==> config.mk <==
export PLATFORM = sky130hd
export DESIGN_NAME = gmd_step
export DESIGN_NICKNAME = d
export VERILOG_FILES = /design/src/gmd_pkg.sv /design/src/gmd_step.sv
export SDC_FILE = /design/constraint.sdc
export NUM_CORES = 1
export LEC_CHECK = 0
export ABC_AREA = 1
export BUFFER_PORTS_ARGS = -buffer_cell sky130_fd_sc_hd__buf_2
export CORE_MARGIN = 2
export CORE_UTILIZATION = 30
export DETAILED_ROUTE_END_ITERATION = 7
export PLACE_DENSITY = 0.6
export SYNTH_ARGS = -nofsm -noshare
export SYNTH_HDL_FRONTEND = slang
export SYNTH_SLANG_ARGS = --single-unit
==> constraint.sdc <==
create_clock -name vclk -period 2.4
set_input_delay 0.12 -clock vclk [all_inputs]
set_output_delay 0.12 -clock vclk [all_outputs]
set_load 0.05 [all_outputs]
==> src/gmd_pkg.sv <==
`default_nettype none
package gmd_pkg;

  localparam logic [1:0] OP_WRITE  = 2'd0;
  localparam logic [1:0] OP_SOLVE  = 2'd1;
  localparam logic [1:0] OP_READ   = 2'd2;
  localparam logic [1:0] OP_UNUSED = 2'd3;

  localparam logic [2:0] REG_GRID_WIDTH  = 3'd0;
  localparam logic [2:0] REG_GRID_HEIGHT = 3'd1;
  localparam logic [2:0] REG_START_COL   = 3'd2;
  localparam logic [2:0] REG_START_ROW   = 3'd3;
  localparam logic [2:0] REG_GOAL_COL    = 3'd4;
  localparam logic [2:0] REG_GOAL_ROW    = 3'd5;

  // Step directions, also the parent code stored for each visited cell.
  localparam logic [1:0] DIR_UP    = 2'd0;
  localparam logic [1:0] DIR_DOWN  = 2'd1;
  localparam logic [1:0] DIR_LEFT  = 2'd2;
  localparam logic [1:0] DIR_RIGHT = 2'd3;

  typedef struct packed {
    logic [1:0] op;
    logic [5:0] cell_col;
    logic [5:0] cell_row;
    logic       wall_bit;
  } in_t;

  typedef struct packed {
    logic goal_found;
    logic cell_on_path;
    logic cell_visited;
  } out_t;

endpackage
`default_nettype wire

==> src/gmd_step.sv <==
`default_nettype none
// Moves one cell in a direction (or against it) and checks the bounds.
module gmd_step #(
  parameter int CW = 6,
  parameter int RW = 6,
  parameter int EW = 8
) (
  input  wire logic [CW-1:0] col,
  input  wire logic [RW-1:0] row,
  input  wire logic [1:0]    dir,
  input  wire logic          back,
  input  wire logic [EW-1:0] lim_col,
  input  wire logic [EW-1:0] lim_row,
  output logic      [CW-1:0] ncol,
  output logic      [RW-1:0] nrow,
  output logic               ok
);

  logic [1:0]    eff;
  logic [EW-1:0] ce;
  logic [EW-1:0] re;

  always_comb begin
    // Going back along a step is the opposite direction: flip the low bit.
    eff  = dir ^ {1'b0, back};
    ce   = EW'(col);
    re   = EW'(row);
    ncol = col;
    nrow = row;
    ok   = 1'b0;
    case (eff)
      gmd_pkg::DIR_UP: begin
        nrow = row - RW'(1);
        ok   = (row != '0);
      end
      gmd_pkg::DIR_DOWN: begin
        nrow = row + RW'(1);
        ok   = (re + EW'(1)) < lim_row;
      end
      gmd_pkg::DIR_LEFT: begin
        ncol = col - CW'(1);
        ok   = (col != '0);
      end
      default: begin
        ncol = col + CW'(1);
        ok   = (ce + EW'(1)) < lim_col;
      end
    endcase
  end

endmodule
`default_nettype wire

==> results of run 1 <==
what timing repair did:
action | in CTS | in global routing
gates resized for setup | 0 | 1
hold buffers | 0 | 0
setup endpoints to repair | 0 | 1
final timing paths:
| check | depth (start not counted) | slack, ns | from | end |
|---|---|---|---|---|
| worst min-delay path | 4 | 0.67 | col[5] | ncol[5] |
| worst max-delay path | 12 | 0.36 | dir[1] | ncol[5] |
routing by layer:
metal  GRT usage, %  vias up  part of all wire (%)
li1               -      716                     -
met1           19.2      530                    52
met2           21.7       25                    43
met3          0.852        0                   5.5
met4          0.510        0                     0
met5              0        -                     0
cell families (layout without fill, tap and decap cells):
kind of cell / Yosys count / in the layout
and+or+nand+nor: 90 / 90
buffers and inverters: 42 / 85
AOI/OAI and AO/OA: 27 / 27
adders and majority gates: 26 / 26
xor gates and xnor gates: 13 / 13
placed cells by master, fill, tap and decap left out, drive strengths merged:
cell type,instances
nand3b,1
xor2,11
o21ai,13
nand2,58
fa,2
nor2,11
nor3b,2
nand4,3
a31oi,1
a21oi,13
inv,40
nand3,15
ha,24
buf,45
xnor2,2
cell type report:
| cell class | count | share of cell area, % |
|---|---|---|
| inverter | 40 | 10.5 |
| multi-input combinational | 156 | 69.4 |
| timing repair buffer | 45 | 15.9 |
| tap | 48 | 4.20 |
worst max-delay path, cell delays in order:
cell     delay [ns]
buf_2          0.23
inv_2          0.15
nor2_2         0.25
ha_1           0.34
nand2_1        0.09
nand2_1        0.07
nand2_1        0.09
nand4_1        0.12
nand3_1        0.10
nand2_1        0.05
nand2_1        0.06
buf_2          0.26
metrics by stage:
step | utilization [%] | hold WS [ns]
2_1_floorplan | - | 0.508
3_3_place_gp | 38.7 | 0.667
3_5_place_dp | 38.7 | 0.665
4_1_cts | 38.7 | 0.665
5_1_grt | 38.7 | 0.719
6_report | 38.7 | 0.668
power by group:
group	total, µW	switching (µW)	internal (µW)
clock network	0	0	0
logic	377	254	124
registers	0	0	0
==> impl_metrics.json, run 1 <==
{
  "status": "completed",
  "nets": 300,
  "pre_cts_ws_ns": 0.240,
  "final-hold-violation-count": 0,
  "instances_no_fill": 289,
  "grt_max_degree": 14,
  "place_hpwl_um": 2280,
  "clockBufferCount": 0,
  "fin_crit_sh_pct": 85.0,
  "rsz0062_at_grt": "no",
  "ant_nets": 0,
  "die_h_um": 66.0,
  "vias_per_cell": 4.40,
  "synth.area.top_cells": "ha_1 26%, nand2_1 17%, inv_1 12%, xor2_1 8.4%, a21oi_1 5.6%",
  "synth_area_um2": 1150,
  "first_global_vias": 1146,
  "synthAdderAreaFrac_pct": 29.5,
  "setup_viol": 0,
  "drc": 0,
  "fin_ws_ns": 0.359,
  "grt_pass1_wl_um": 4790,
  "cap_violations": 0,
  "route.detailed.wl_per_inst_um": 9.15,
  "path_class": "primary input to output pin",
  "gp_congestion": 0.847,
  "post-route-min-period_ns": 2.04,
  "power_density_nw_per_um2": 264,
  "post_cts_buffers": 0,
  "antenna_found_initial": 0,
  "irDropWorstVdd_uv": 113,
  "netlist.area_leader.share_pct": 26.0,
  "seq_cells": 0,
  "synth_nets": 255,
  "fmax_ghz": 0.490,
  "power_uw": 377,
  "crit_required_ns": 2.28,
  "portBuffers": 44,
  "placed_area_um2": 1430,
  "nFillCells": 432,
  "ys_warn_count": 0,
  "synth_commonest_cells": "53 x nand2_1, 38 x inv_1, 24 x ha_1, 13 x a21oi_1, 13 x nand3_1",
  "syn_to_final_growth_pct": 23.9,
  "maxSlewHeadroom_pct": 83.2,
  "cp-start-kind": "primary input",
  "final_cell_area_um2": 1430,
  "io-pin-count": 44,
  "synth_top_family_by_area": "simple AND/OR/NAND/NOR gates",
  "vias": 1271,
  "drt-total-wl_um": 2640,
  "setup_tns_ns": 0,
  "cp-end-kind": "output pin",
  "synthSimpleGateAreaFrac_pct": 34.5,
  "regArea_um2": 0,
  "worst_slew_pin_slew_ns": 0.254,
  "slew_violations": 0,
  "first_pass_iters": 4,
  "grt_use_total_pct": 13.0,
  "syn_inst": 198,
  "synthXorXnorAreaFrac_pct": 9.87,
  "hp-class": "primary input to output pin",
  "diodes": 0,
  "synth_top_area_cell": "ha_1",
  "synth.avg_cell_area_um2": 5.83,
  "multi_input_area_um2": 991,
  "drive_above_1_share_pct": 22.8,
  "yosysMostFrequentCell": "nand2_1",
  "ys_types": 19,
  "gr-total-overflow": 0,
  "ys_seq_area_share_pct": 0,
  "synth_compound_area_share_pct": 11.8,
  "num_rows": 22,
  "core_area_um2": 3690,
  "drt-initial-drc-count": 33,
  "die_w_um": 66.0,
  "path_max_fanout": 13,
  "dp_cells": 289,
  "arrival_ns": 1.92,
  "start_util_pct": 31.3,
  "p_leak_uw": 0.000878,
  "dieArea_um2": 4360,
  "muxShareOfSynthArea_pct": 0
}
Note: power is estimated with default switching activity, not from simulation.
==> run 2: changes to the inputs <==
- clock period: 2.4 -> 2.1 ns (I/O delays scaled with it)
==> run 2 against run 1 <==
Effect of this change:
- via count about the same
- first-iteration DRC count fell by 27%
- non-clock buffer count up 3
- setup slack got worse by 0.15 ns
- count of clock-buffer cells in the layout unchanged
- cell area rose by 1.8%
- global-route usage decreased by 0.46 points
- final cell count is 1.0% higher
- sequential share of layout area did not move
- critical path type unchanged
==> impl_metrics.json, run 2 (same netlist as run 1, synthesis figures left out) <==
{
  "cap_violations": 0,
  "first_global_vias": 1144,
  "regArea_um2": 0,
  "holdBufCountCts": 0,
  "clockBufferCount": 0,
  "ant_nets": 0,
  "portBuffers": 44,
  "path_class": "primary input to output pin",
  "slew_violations": 0,
  "final_core_util_pct": 39.5,
  "fmax_ghz": 0.529,
  "drc": 0,
  "syn_to_final_growth_pct": 26.1,
  "crit_family": "simple AND/OR/NAND/NOR gates",
  "crit_chain": "buf_2, inv_1, nand2_1, nand2_2, nor2_2, ha_1, nand2_1, nand2_1, nand2_1, nand4_1, nand3_1, nand2_1, nand2_1, buf_2",
  "irDropWorstVdd_uv": 140,
  "seq_cells": 0,
  "post_cts_buffers": 0,
  "grt_use_total_pct": 12.5,
  "hold_depth": 4,
  "antenna_found_initial": 0,
  "die_h_um": 66.0,
  "cpPeakStageDelay_ns": 0.33,
  "grt_pass1_wl_um": 4600,
  "cts.repair.resized": 0,
  "crit_required_ns": 2.00,
  "post-route-min-period_ns": 1.89,
  "setup_viol": 0,
  "drive_above_1_share_pct": 24.2,
  "dp_cells": 292,
  "p_leak_uw": 0.000893,
  "critical_path_buf_inv_count": 3,
  "start_util_pct": 31.3,
  "maxSlewHeadroom_pct": 83.1,
  "first_pass_iters": 4,
  "mostFrequentLayoutCells": "53 x nand2_1, 44 x buf_2, 38 x inv_1",
  "diodes": 0,
  "die_w_um": 66.0,
  "fin_crit_sh_pct": 90.1,
  "nets": 303,
  "core_area_um2": 3690,
  "setup_tns_ns": 0,
  "nFillCells": 438,
  "place_hpwl_um": 2380,
  "fin_ws_ns": 0.209,
  "io-pin-count": 44,
  "vias_per_cell": 4.35,
  "drt-total-wl_um": 2690,
  "arrival_ns": 1.79,
  "status": "completed",
  "drt-initial-drc-count": 24,
  "cpMostUsedCell": "nand2_1",
  "final-hold-violation-count": 0,
  "num_rows": 22,
  "worst_slew_pin_slew_ns": 0.256,
  "route.detailed.wl_per_inst_um": 9.22,
  "cp-end-kind": "output pin",
  "min-delay-start": "col[5]",
  "path_max_fanout": 6,
  "instances_no_fill": 292,
  "hp-class": "primary input to output pin",
  "whs_endpoint": "ncol[5]",
  "power_density_nw_per_um2": 301,
  "grt_max_degree": 13,
  "gr-total-overflow": 0,
  "cp-start-kind": "primary input",
  "pre_cts_ws_ns": 0.0928,
  "rsz0062_at_grt": "no",
  "gp_congestion": 0.788,
  "dieArea_um2": 4360,
  "vias": 1270,
  "final_common_cell": "nand2_1",
  "slowest_stage": "ha_1"
}
[run 2: cell count changes in the layout (fill, tap and decap cells not counted)]
cell	change
a21oi_1	-1
o21ai_1	+1
buf_4	+3
a21oi_2	+1
o21ai_0	-1
[run 2: how the worst max path moves through the flow]
stage | from | endpoint | slack [ns] | cells past startpoint
floorplan | dir[1] | ncol[4] | 0.04 | 10
global placement | back | ncol[5] | 0.15 | 12
detailed placement | back | ncol[5] | 0.09 | 14
CTS | back | ncol[5] | 0.1 | 12
global route | back | ncol[5] | 0.03 | 14
finish | back | ncol[5] | 0.21 | 14
[run 2: stage by stage]
step | area [µm²] | total power [µW] | hold slack, ns
final | 1460 | 439 | 0.618
after global routing | 1460 | 494 | 0.652
after CTS | 1450 | 442 | 0.622
after detailed placement | 1450 | 440 | 0.622
after global placement | 1450 | 440 | 0.625
after floorplan | 1150 | 322 | 0.478
[run 2: final cells by class]
type | count | area, µm² | share of cell area (%)
Inverter | 40 | 150 | 10.3
Multi-Input combinational cell | 156 | 995 | 68.4
Tap cell | 48 | 60.1 | 4.13
Timing Repair Buffer | 48 | 250 | 17.2
[run 2: routing by layer]
metal	up-vias	global-route usage, %	part of all wire (%)
met5	-	0	0
li1	724	-	-
met2	25	21.5	45
met4	0	0.255	0
met1	521	18.6	51
met3	0	0.170	3.7
[run 2: where the power goes]
part | switching [µW] | internal (µW)
clock network | 0 | 0
logic | 292 | 146
registers | 0 | 0
total | 292 | 146
==> run 3: changes to the inputs <==
- ABC_CLOCK_PERIOD_IN_PS: unset -> 2100
- CORE_UTILIZATION: 30 -> 50
- PLACE_DENSITY: 0.6 -> 0.88
==> run 3 against run 2 <==
Effect of this change:
- via count up 4.2%
- sequential cell count unchanged
- combinational power down 0.9%
- critical path depth down 4
- routed wire length down 7.4%
- first-iteration DRC count down 33%
- cell area down 2.7%
- critical endpoint is now nrow[4]
- worst hold slack worse by 0.0051 ns
==> impl_metrics.json, run 3 (same netlist as run 1, synthesis figures left out) <==
{
  "status": "completed",
  "mostFrequentLayoutCells": "53 x nand2_1, 44 x buf_2, 38 x inv_1",
  "power_density_nw_per_um2": 307,
  "place_hpwl_um": 2190,
  "vias_per_cell": 4.90,
  "cp-start-kind": "primary input",
  "cp-end-kind": "output pin",
  "diodes": 0,
  "p_sw_uw": 291,
  "nFillCells": 226,
  "final_core_util_pct": 64.6,
  "ant_nets": 0,
  "io-pin-count": 44,
  "p_leak_uw": 0.000884,
  "hp-class": "primary input to output pin",
  "portBuffers": 44,
  "rsz0062_at_grt": "no",
  "syn_to_final_growth_pct": 22.8,
  "worst_slew_pin_slew_ns": 0.254,
  "first_pass_iters": 4,
  "setup_tns_ns": 0,
  "drt-initial-drc-count": 16,
  "seq_power_share_pct": 0,
  "slowest_stage": "fa_1",
  "p_int_uw": 144,
  "post-route-min-period_ns": 1.89,
  "final-hold-violation-count": 0,
  "slew_violations": 0,
  "grt_use_total_pct": 20.5,
  "vias": 1323,
  "holdBufCountCts": 0,
  "path_max_fanout": 10,
  "setup_viol": 0,
  "drc": 0,
  "route.detailed.wl_per_inst_um": 9.23,
  "gp_congestion": 0.808,
  "maxSlewHeadroom_pct": 83.2,
  "post_cts_buffers": 0,
  "gr-total-overflow": 0,
  "nets": 301,
  "crit_required_ns": 2.00,
  "drt-total-wl_um": 2490,
  "cap_violations": 0,
  "irDropWorstVdd_uv": 210,
  "antenna_found_initial": 0,
  "multi_input_area_um2": 996,
  "seq_cells": 0,
  "die_h_um": 52.0,
  "final_common_cell": "nand2_1",
  "drive_above_1_share_pct": 23.6,
  "p_clk_share_pct": 0,
  "crit_chain": "buf_2, inv_2, nand3_2, fa_1, nand2_1, nand2_1, a21oi_1, xor2_1, o21ai_1, buf_2",
  "cpPeakStageDelay_ns": 0.43,
  "grt_pass1_wl_um": 4490,
  "fmax_ghz": 0.529,
  "first_global_vias": 1204,
  "core_area_um2": 2190,
  "fin_crit_sh_pct": 90.1,
  "start_util_pct": 52.7,
  "regArea_um2": 0,
  "arrival_ns": 1.79,
  "grt_max_degree": 13,
  "die_w_um": 52.0,
  "dieArea_um2": 2710,
  "p_comb_share_pct": 100.0,
  "num_rows": 17,
  "netSwitchingFraction_pct": 66.9,
  "clockBufferCount": 0,
  "path_class": "primary input to output pin"
}
## run 3: changes by cell type in the layout (fill, tap and decap cells not counted), sizes merged
cell,previous run,this run
buf,48,46
## run 3: per-stage QoR
step	instance area, µm²	hold slack, ns	setup slack [ns]	cells	power, µW
final	1420	0.612	0.208	270	435
after global routing	1420	0.628	0.0568	270	489
after CTS	1410	0.615	0.105	270	436
after detailed placement	1410	0.614	0.107	270	435
after global placement	1410	0.610	0.161	270	427
after floorplan	1150	0.478	0.0411	198	322
## run 3: final timing paths
kind	startpoint	end	slack [ns]	depth (start not counted)
min	col[5]	ncol[5]	0.61	4
max	dir[1]	nrow[4]	0.21	10
## run 3: layer usage
metal  part of all wire, %  track usage [%]
met1                    46             26.9
met2                    48             37.6
met3                   5.4            0.862
met4                  0.28             2.19
met5                     0                0
## run 3: layout make-up
type	instances	share of cell area [%]
well taps	28	2.47
multi-input cells	156	70.3
inverters	40	10.6
repair buffers	46	16.6
## run 3: power by group through the flow
stage                     clock network, µW  registers (µW)  logic, µW
after floorplan                           0               0        322
after global placement                    0               0        427
after detailed placement                  0               0        435
after CTS                                 0               0        436
after global routing                      0               0        489
final                                     0               0        435
## run 3: critical path: cells and delay by family
family | cells | cell delay (ns)
compound gates | 2 | 0.28
xor+xnor | 1 | 0.09
fa+ha+maj | 1 | 0.43
buf+inv | 3 | 0.54
simple gates | 3 | 0.35
## run 3: repair_timing
item | in CTS | in global routing
resized for setup | 0 | 2
hold endpoints to repair | 0 | 0
endpoints found under the setup margin | 0 | 4
